File: config.mk
export PLATFORM = sky130hd
export DESIGN_NAME = websocket_frame_deframer
export DESIGN_NICKNAME = d
export VERILOG_FILES = /design/src/wsd_pkg.sv /design/src/wsd_fifo.sv /design/src/wsd_front.sv /design/src/wsd_back.sv /design/src/websocket_frame_deframer.sv
export SDC_FILE = /design/constraint.sdc
export NUM_CORES = 1
export LEC_CHECK = 0
export ABC_CLOCK_PERIOD_IN_PS = 5200
export BUFFER_PORTS_ARGS = -buffer_cell sky130_fd_sc_hd__buf_2
export CAP_MARGIN = 20
export CORE_ASPECT_RATIO = 1.25
export CORE_UTILIZATION = 59
export CTS_CLUSTER_DIAMETER = 40
export DETAILED_ROUTE_END_ITERATION = 16
export PLACE_DENSITY = 0.76
export SYNTH_ARGS = -nofsm -noshare
export SYNTH_HDL_FRONTEND = slang
export SYNTH_SLANG_ARGS = --single-unit
File: constraint.sdc
create_clock -name clk -period 5.2 [get_ports clk]
set_input_delay 0.78 -clock clk [delete_from_list [all_inputs] [get_ports clk]]
set_output_delay 0.78 -clock clk [all_outputs]
set_load 0.01 [all_outputs]
File: src/wsd_pkg.sv
`timescale 1ns / 1ps
// ----------------------------------------------------------------------------
// wsd_pkg
// shared types and constants of the websocket frame deframer
// ----------------------------------------------------------------------------
package wsd_pkg;

	localparam int QUEUE_DEPTH = 4;

	localparam logic [3:0] OP_TEXT   = 4'h1;
	localparam logic [3:0] OP_BINARY = 4'h2;
	localparam logic [3:0] OP_CLOSE  = 4'h8;
	localparam logic [3:0] OP_PING   = 4'h9;
	localparam logic [3:0] OP_PONG   = 4'hA;

	localparam logic [1:0] ST_TEXT    = 2'd0;
	localparam logic [1:0] ST_CLOSE   = 2'd1;
	localparam logic [1:0] ST_IGNORED = 2'd2;
	localparam logic [1:0] ST_ERROR   = 2'd3;

	typedef enum logic [0:0] {
		CMD_KEY  = 1'b0,
		CMD_EMIT = 1'b1
	} cmd_kind_t;

	typedef struct packed {
		cmd_kind_t  kind;
		logic [7:0] data;
		logic [1:0] key_idx;
		logic       xor_en;
		logic       byte_valid;
		logic [1:0] status;
		logic       done;
	} cmd_t;

endpackage

File: src/wsd_fifo.sv
`timescale 1ns / 1ps
// ----------------------------------------------------------------------------
// wsd_fifo
// small register queue between the header parser and the unmasking stage
// ----------------------------------------------------------------------------
module wsd_fifo #(
	parameter int WIDTH = 16,
	parameter int DEPTH = 4
) (
	input  logic             clk,
	input  logic             arst_n,
	input  logic             wr,
	input  logic [WIDTH-1:0] wdata,
	output logic             full,
	input  logic             rd,
	output logic [WIDTH-1:0] rdata,
	output logic             empty
);

	localparam int PW = (DEPTH > 1) ? $clog2(DEPTH) : 1;
	localparam int CW = $clog2(DEPTH + 1);
	localparam logic [PW-1:0] LAST_PTR = PW'(DEPTH - 1);
	localparam logic [CW-1:0] FULL_CNT = CW'(DEPTH);

	logic [WIDTH-1:0] mem_q [DEPTH];
	logic [PW-1:0]    wr_ptr_q;
	logic [PW-1:0]    rd_ptr_q;
	logic [CW-1:0]    count_q;
	logic             do_wr;
	logic             do_rd;

	assign full  = (count_q == FULL_CNT);
	assign empty = (count_q == '0);
	assign do_wr = wr && !full;
	assign do_rd = rd && !empty;
	assign rdata = mem_q[rd_ptr_q];

	always_ff @(posedge clk) begin
		if (do_wr) begin
			mem_q[wr_ptr_q] <= wdata;
		end
	end

	always_ff @(posedge clk or negedge arst_n) begin
		if (!arst_n) begin
			wr_ptr_q <= '0;
			rd_ptr_q <= '0;
			count_q  <= '0;
		end else begin
			if (do_wr) begin
				wr_ptr_q <= (wr_ptr_q == LAST_PTR) ? '0 : wr_ptr_q + 1'b1;
			end
			if (do_rd) begin
				rd_ptr_q <= (rd_ptr_q == LAST_PTR) ? '0 : rd_ptr_q + 1'b1;
			end
			if (do_wr && !do_rd) begin
				count_q <= count_q + 1'b1;
			end else if (do_rd && !do_wr) begin
				count_q <= count_q - 1'b1;
			end
		end
	end

`ifndef ASSERT_OFF
	a_count_range: assert property (@(posedge clk) disable iff (!arst_n)
		count_q <= FULL_CNT)
		else $error("queue count beyond depth");
	a_count_step: assert property (@(posedge clk) disable iff (!arst_n)
		(do_wr && !do_rd) |=> (count_q == $past(count_q) + 1'b1))
		else $error("queue count did not follow a lone write");
`endif

endmodule

File: src/wsd_front.sv
`timescale 1ns / 1ps
// ----------------------------------------------------------------------------
// wsd_front
// frame header parser: checks header, tracks lengths, classifies each byte
// ----------------------------------------------------------------------------
module wsd_front (
	input  logic          clk,
	input  logic          arst_n,
	input  logic          accept,
	input  logic [7:0]    rx_byte,
	input  logic          buffer_end,
	output logic          cmd_valid,
	output wsd_pkg::cmd_t cmd
);

	typedef enum logic [6:0] {
		PH_HDR0  = 7'b0000001,
		PH_HDR1  = 7'b0000010,
		PH_EXTHI = 7'b0000100,
		PH_EXTLO = 7'b0001000,
		PH_KEY   = 7'b0010000,
		PH_DATA  = 7'b0100000,
		PH_DROP  = 7'b1000000
	} phase_t;

	phase_t      phase_q, phase_n;
	logic [3:0]  opcode_q, opcode_n;
	logic [15:0] len_q, len_n;
	logic [15:0] idx_q, idx_n;
	logic [15:0] idx_inc;
	logic        op_ok;
	logic        is_text;
	logic [1:0]  op_status;

	assign idx_inc = idx_q + 16'd1;
	assign is_text = (opcode_q == wsd_pkg::OP_TEXT);
	assign op_ok   = (rx_byte[3:0] == wsd_pkg::OP_TEXT) || (rx_byte[3:0] == wsd_pkg::OP_BINARY)
		|| (rx_byte[3:0] == wsd_pkg::OP_CLOSE) || (rx_byte[3:0] == wsd_pkg::OP_PING)
		|| (rx_byte[3:0] == wsd_pkg::OP_PONG);

	always_comb begin
		if (opcode_q == wsd_pkg::OP_TEXT) begin
			op_status = wsd_pkg::ST_TEXT;
		end else if (opcode_q == wsd_pkg::OP_CLOSE) begin
			op_status = wsd_pkg::ST_CLOSE;
		end else begin
			op_status = wsd_pkg::ST_IGNORED;
		end
	end

	always_comb begin
		phase_n        = phase_q;
		opcode_n       = opcode_q;
		len_n          = len_q;
		idx_n          = idx_q;
		cmd_valid      = 1'b0;
		cmd.kind       = wsd_pkg::CMD_EMIT;
		cmd.data       = 8'h00;
		cmd.key_idx    = idx_q[1:0];
		cmd.xor_en     = 1'b0;
		cmd.byte_valid = 1'b0;
		cmd.status     = wsd_pkg::ST_TEXT;
		cmd.done       = 1'b0;
		unique case (phase_q)
			PH_HDR0: begin
				if (!rx_byte[7] || (rx_byte[6:4] != 3'b000) || !op_ok || buffer_end) begin
					cmd_valid  = 1'b1;
					cmd.status = wsd_pkg::ST_ERROR;
					cmd.done   = 1'b1;
					phase_n    = buffer_end ? PH_HDR0 : PH_DROP;
				end else begin
					phase_n = PH_HDR1;
				end
				if (rx_byte[7] && (rx_byte[6:4] == 3'b000) && op_ok) begin
					opcode_n = rx_byte[3:0];
				end
			end
			PH_HDR1: begin
				if (rx_byte[7] && (rx_byte[6:0] != 7'h7f)) begin
					idx_n = '0;
					len_n = (rx_byte[6:0] == 7'h7e) ? 16'h0000 : {9'd0, rx_byte[6:0]};
				end
				if (!rx_byte[7] || (rx_byte[6:0] == 7'h7f) || buffer_end) begin
					cmd_valid  = 1'b1;
					cmd.status = wsd_pkg::ST_ERROR;
					cmd.done   = 1'b1;
					phase_n    = buffer_end ? PH_HDR0 : PH_DROP;
				end else begin
					phase_n = (rx_byte[6:0] == 7'h7e) ? PH_EXTHI : PH_KEY;
				end
			end
			PH_EXTHI: begin
				len_n = {rx_byte, 8'h00};
				if (buffer_end) begin
					cmd_valid  = 1'b1;
					cmd.status = wsd_pkg::ST_ERROR;
					cmd.done   = 1'b1;
					phase_n    = PH_HDR0;
				end else begin
					phase_n = PH_EXTLO;
				end
			end
			PH_EXTLO: begin
				len_n = {len_q[15:8], rx_byte};
				idx_n = '0;
				if (buffer_end) begin
					cmd_valid  = 1'b1;
					cmd.status = wsd_pkg::ST_ERROR;
					cmd.done   = 1'b1;
					phase_n    = PH_HDR0;
				end else begin
					phase_n = PH_KEY;
				end
			end
			PH_KEY: begin
				if (idx_q[1:0] == 2'd3) begin
					idx_n = '0;
					if (len_q == '0) begin
						cmd_valid  = 1'b1;
						cmd.status = op_status;
						cmd.done   = 1'b1;
						phase_n    = buffer_end ? PH_HDR0 : PH_DROP;
					end else if (buffer_end) begin
						cmd_valid  = 1'b1;
						cmd.status = wsd_pkg::ST_ERROR;
						cmd.done   = 1'b1;
						phase_n    = PH_HDR0;
					end else begin
						cmd_valid = 1'b1;
						cmd.kind  = wsd_pkg::CMD_KEY;
						cmd.data  = rx_byte;
						phase_n   = PH_DATA;
					end
				end else begin
					idx_n = idx_inc;
					if (buffer_end) begin
						cmd_valid  = 1'b1;
						cmd.status = wsd_pkg::ST_ERROR;
						cmd.done   = 1'b1;
						phase_n    = PH_HDR0;
					end else begin
						cmd_valid = 1'b1;
						cmd.kind  = wsd_pkg::CMD_KEY;
						cmd.data  = rx_byte;
					end
				end
			end
			PH_DATA: begin
				idx_n = idx_inc;
				if (idx_inc == len_q) begin
					cmd_valid      = 1'b1;
					cmd.data       = is_text ? rx_byte : 8'h00;
					cmd.xor_en     = is_text;
					cmd.byte_valid = is_text;
					cmd.status     = op_status;
					cmd.done       = 1'b1;
					phase_n        = buffer_end ? PH_HDR0 : PH_DROP;
				end else if (buffer_end) begin
					cmd_valid  = 1'b1;
					cmd.status = wsd_pkg::ST_ERROR;
					cmd.done   = 1'b1;
					phase_n    = PH_HDR0;
				end else if (is_text) begin
					cmd_valid      = 1'b1;
					cmd.data       = rx_byte;
					cmd.xor_en     = 1'b1;
					cmd.byte_valid = 1'b1;
				end
			end
			PH_DROP: begin
				if (buffer_end) begin
					phase_n = PH_HDR0;
				end
			end
			default: begin
				phase_n = PH_HDR0;
			end
		endcase
	end

	always_ff @(posedge clk or negedge arst_n) begin
		if (!arst_n) begin
			phase_q  <= PH_HDR0;
			opcode_q <= '0;
			len_q    <= '0;
			idx_q    <= '0;
		end else if (accept) begin
			phase_q  <= phase_n;
			opcode_q <= opcode_n;
			len_q    <= len_n;
			idx_q    <= idx_n;
		end
	end

`ifndef ASSERT_OFF
	a_key_index: assert property (@(posedge clk) disable iff (!arst_n)
		(phase_q == PH_KEY) |-> (idx_q < 16'd4))
		else $error("key byte count out of range");
`endif

endmodule

File: src/wsd_back.sv
`timescale 1ns / 1ps
// ----------------------------------------------------------------------------
// wsd_back
// unmasking stage: holds the masking key, xors text bytes, output register
// ----------------------------------------------------------------------------
module wsd_back (
	input  logic          clk,
	input  logic          arst_n,
	input  logic          cmd_avail,
	input  wsd_pkg::cmd_t cmd,
	output logic          cmd_take,
	output logic [7:0]    payload_byte,
	output logic          byte_valid,
	output logic [1:0]    frame_status,
	output logic          frame_done,
	output logic          empty,
	input  logic          pop
);

	logic [7:0] key_q [4];
	logic       out_full_q;
	logic       out_free;
	logic       load;
	logic [7:0] data_x;

	assign out_free = !out_full_q || pop;
	assign cmd_take = cmd_avail && ((cmd.kind == wsd_pkg::CMD_KEY) || out_free);
	assign load     = cmd_take && (cmd.kind == wsd_pkg::CMD_EMIT);
	assign data_x   = cmd.xor_en ? (cmd.data ^ key_q[cmd.key_idx]) : cmd.data;
	assign empty    = !out_full_q;

	always_ff @(posedge clk) begin
		if (cmd_take && (cmd.kind == wsd_pkg::CMD_KEY)) begin
			key_q[cmd.key_idx] <= cmd.data;
		end
		if (load) begin
			payload_byte <= data_x;
			byte_valid   <= cmd.byte_valid;
			frame_status <= cmd.status;
			frame_done   <= cmd.done;
		end
	end

	always_ff @(posedge clk or negedge arst_n) begin
		if (!arst_n) begin
			out_full_q <= 1'b0;
		end else if (load) begin
			out_full_q <= 1'b1;
		end else if (pop) begin
			out_full_q <= 1'b0;
		end
	end

`ifndef ASSERT_OFF
	a_mid_frame: assert property (@(posedge clk) disable iff (!arst_n)
		(!empty && !frame_done) |-> (byte_valid && (frame_status == wsd_pkg::ST_TEXT)))
		else $error("result without frame end is not a text byte");
	a_hold: assert property (@(posedge clk) disable iff (!arst_n)
		(!empty && !pop) |=> (!empty && $stable(payload_byte) && $stable(frame_done)))
		else $error("waiting result changed");
`endif

endmodule

File: src/websocket_frame_deframer.sv
`timescale 1ns / 1ps
// ----------------------------------------------------------------------------
// websocket_frame_deframer
// client-to-server frame header check and text payload unmasking
//
//   channel   handshake     payload
//   input     push / full   rx_byte, buffer_end
//   result    pop / empty   payload_byte, byte_valid, frame_status, frame_done
//
// one byte per cycle is accepted while full is low; a result passes through
// the command queue and the output register after its byte is accepted. full
// rises only when the command queue is backed up by a stalled result side.
// arst_n clears the parser state, queue pointers and the output flag; the
// masking key needs no reset.
// ----------------------------------------------------------------------------
module websocket_frame_deframer #(
	parameter int QUEUE_DEPTH = wsd_pkg::QUEUE_DEPTH
) (
	input  logic       clk,
	input  logic       arst_n,
	input  logic       push,
	output logic       full,
	input  logic [7:0] rx_byte,
	input  logic       buffer_end,
	input  logic       pop,
	output logic       empty,
	output logic [7:0] payload_byte,
	output logic       byte_valid,
	output logic [1:0] frame_status,
	output logic       frame_done
);

	localparam int CMD_W = $bits(wsd_pkg::cmd_t);

	logic          accept;
	logic          cmd_valid;
	wsd_pkg::cmd_t cmd_in;
	logic [CMD_W-1:0] q_wdata;
	logic [CMD_W-1:0] q_rdata;
	wsd_pkg::cmd_t cmd_out;
	logic          q_empty;
	logic          q_take;

	assign accept  = push && !full;
	assign q_wdata = cmd_in;
	assign cmd_out = wsd_pkg::cmd_t'(q_rdata);

	wsd_front u_front (
		.clk        (clk),
		.arst_n     (arst_n),
		.accept     (accept),
		.rx_byte    (rx_byte),
		.buffer_end (buffer_end),
		.cmd_valid  (cmd_valid),
		.cmd        (cmd_in)
	);

	wsd_fifo #(
		.WIDTH (CMD_W),
		.DEPTH (QUEUE_DEPTH)
	) u_queue (
		.clk    (clk),
		.arst_n (arst_n),
		.wr     (accept && cmd_valid),
		.wdata  (q_wdata),
		.full   (full),
		.rd     (q_take),
		.rdata  (q_rdata),
		.empty  (q_empty)
	);

	wsd_back u_back (
		.clk          (clk),
		.arst_n       (arst_n),
		.cmd_avail    (!q_empty),
		.cmd          (cmd_out),
		.cmd_take     (q_take),
		.payload_byte (payload_byte),
		.byte_valid   (byte_valid),
		.frame_status (frame_status),
		.frame_done   (frame_done),
		.empty        (empty),
		.pop          (pop)
	);

endmodule
==> out/results.txt <==
Run status = complete, no violations
# Max-Cap Violations = 0
DR pass1 iterations = 5
Fin crit share = 83.0%
Pin count of the biggest net entering global routing = 52
Die Footprint = 0.0128 mm^2
First-pass GRT wire length = 23900 um
Total clock sinks = 155
Max Slew Vio Count = 0
LEAKAGE = 0.00309 uW
Tot Pwr = 3870 uW
Avg Cell Area, Syn = 13.3 um^2
Worst hold path class = in -> async
Most frequent cells in the layout = edfxtp_1 (104), nand2_1 (52), dfrtp_1 (50)
Resize count post-CTS = 0
Worst setup EP type = flip-flop
Worst stage delay on the critical path = 0.57 ns
Die H = 126 um
# H-tree levels = 4
Pwr dens = 475 mW/mm^2
Setup TNS = 0 ns
Endpoints failing setup = 0
Crit-path cells = ha_1 -> inv_1 -> ha_1 -> xnor2_1 -> nor2_1 -> nand2_1 -> or4b_1 -> a211oi_2 -> a31oi_2 -> o22ai_1 -> ha_1 -> inv_1 -> fa_1 -> xor2_1 -> nor2_1 -> xor2_1
Syn-to-layout area delta = 11.3%
Clock Tree Buf Depth = 2
Residual DRC = 0
Setup Crit Path Kind = reg -> reg
Critical path arrival = 4.66 ns
Startpoint Class = flip-flop
Crit-path leading delay family = adder cells
Cell repeated most along the worst path = ha_1
Cell Count, Final, Fillers Out = 751
Share of layout cells above drive strength 1 = 18.7%
Hold-fix buffers, CTS = 0
Worst Setup SP = u_front.idx_q[0]$_DFFE_PN0P_
Worst slew pin tran = 1.08 ns
Grt ovf = 0
Leading cell type in the layout, fill and taps excluded = edfxtp_1
Global route hottest layer = met2
Seq/Total Area, Yosys = 60.2%
ANT nets after route = 0
Max-slew headroom = 27.8%
Post-layout nets = 596
Routing usage on met2 = 43.2%
Tot GR Track Use = 25.1%
Drt total wl = 14800 um
Fill cells = 839
Dpl cells = 718
Critical Path RT = 5.54 ns
RSZ-0062 raised after global routing = no
Placer congestion estimate = 0.929
N_diodes = 0
Worst Skew = 0.0102 ns
WL per Instance = 19.7 um
Met1 usage = 29.6%
Reg-to-reg endpoint = u_queue.count_q[2]$_DFFE_PN0P_
Synth cell types = 70
R2R Setup Slk = 0.88 ns
Top Ports = 27
Post-CTS setup buffer count = 0
Synth Cell Area = 0.00731 mm^2
Worst VDD drop = 0.241 mV
Met3 GRT Util = 5.62%
FMAX = 232 MHz
TritonCTS buffer count = 17
Buf/Inv on CP = 2
Syn_nets = 571
Number of port buffers = 26
CTS root buf = clkbuf_16
Worst-skew pair later-pin latency = 0.42 ns
Fin crit period = 4.32 ns
Core footprint = 0.0121 mm^2
Die width = 102 um
Seq cells post-synth = 155
Vias = 4658
Prevailing post-synth register cell = edfxtp_1
DRT iter0 DRCs = 226
Reg clk slew, reported paths = 0.06 ns
Synth Instances = 549
Via density = 6.20
Hold Vio Cnt, Final = 0
Stages on worst setup path = 16
FF-to-FF path depth = 16
Number of synthesis warnings = 0
Initial antenna violation count = 0
FFs w/ async S/R, synth = 32.9%
Post-DP HPWL = 10400 um
Slowest CP cell = dfrtp_1
CTS tree = built
Post-synth EDFFs = 104
Hold WS = 0.474 ns
CP Max Fanout = 11
Reg2reg start = u_front.idx_q[0]$_DFFE_PN0P_
Vias in the first global route = 4669
Row cnt = 45
Starting Density = 60.4%
[Yosys cell counts, types with 5 or more instances]
library cell	instances	share of area [%]
edfxtp_1	104	43
nand2_1	52	2.7
dfrtp_1	50	17
nor2_1	31	1.6
o21ai_0	31	2.1
mux4_2	23	7.1
xnor2_1	22	2.6
clkbuf_1	17	0.87
nand3_1	15	1.0
and2_1	14	1.2
xor2_1	14	1.7
a22o_1	12	1.4
inv_1	10	0.51
a21oi_1	9	0.62
mux2_2	9	1.4
nor3_1	9	0.62
nor4_1	9	0.77
o31ai_1	9	0.92
ha_1	8	1.4
and3_1	7	0.60
or3_1	7	0.60
nand4_1	6	0.51
nand4b_1	5	0.60
nor2b_1	5	0.43
[state kept, by name, summed over array words and instances (netlist names)]
signal and flops:
u_front.phase_q 7, u_front.idx_q 16, u_back.byte_valid 1, u_front.len_q 16, u_back.payload_byte 8, u_back.frame_done 1, u_front.opcode_q 4, u_queue.count_q 3
u_queue.rd_ptr_q 2, u_queue.wr_ptr_q 2, u_back.frame_status 2, u_back.out_full_q 1, u_back.key_q 32, u_queue.mem_q 60
[through the flow]
step                      worst slack [ns]  area [um^2]  util (%)
after global routing                 0.637         8140      67.3
final                                0.884         8140      67.3
after detailed placement             0.930         7570      62.6
after floorplan                       1.43         7310         -
after CTS                            0.874         8140      67.2
after global placement                1.13         7570      62.6
[worst reg2reg max path, stage by stage, from the launching register on]
cell and delay (ns):
dfrtp_1 0.57, ha_1 0.35, inv_1 0.11, ha_1 0.33
xnor2_1 0.14, nor2_1 0.17, nand2_1 0.07, or4b_1 0.51
a211oi_2 0.26, a31oi_2 0.20, o22ai_1 0.36, ha_1 0.25
inv_1 0.06, fa_1 0.37, xor2_1 0.18, nor2_1 0.14
xor2_1 0.16
[per-layer routing]
layer,up-vias,part of all wire [%]
met5,-,0
met4,0,3.1
met3,37,4.1
met2,143,52
met1,2321,41
li1,2157,-
[worst max path at each step]
stage | end | slack [ns]
global placement | u_queue.count_q[2]$_DFFE_PN0P_ | 1.13
detailed placement | u_queue.count_q[2]$_DFFE_PN0P_ | 0.93
floorplan | u_queue.count_q[2]$_DFFE_PN0P_ | 1.43
finish | u_queue.count_q[2]$_DFFE_PN0P_ | 0.88
global route | u_queue.count_q[2]$_DFFE_PN0P_ | 0.64
CTS | u_queue.count_q[2]$_DFFE_PN0P_ | 0.87
[area by class of cell]
class	instances	area, um^2	share of cell area, %
repair buffers	31	168	2.06
multi-input cells	359	2770	34.0
flip-flops and latches	155	4400	54.0
clock inverters	12	115	1.41
well taps	164	205	2.52
clock buffers	20	447	5.49
inverters	10	37.5	0.461
[kinds of logic after synthesis]
group | Yosys count | synth area share, %
AOI/OAI and AO/OA | 98 | 9.37
muxes | 33 | 8.60
buffers and inverters | 35 | 2.10
adders and majority gates | 9 | 1.64
and+or+nand+nor | 182 | 13.5
xor gates and xnor gates | 37 | 4.64
DFF | 155 | 60.2
[power by group]
part	internal [uW]	switching, uW
registers	1630	112
clock network	675	491
logic	435	529
No activity file was read; power rests on OpenSTA's default activity.
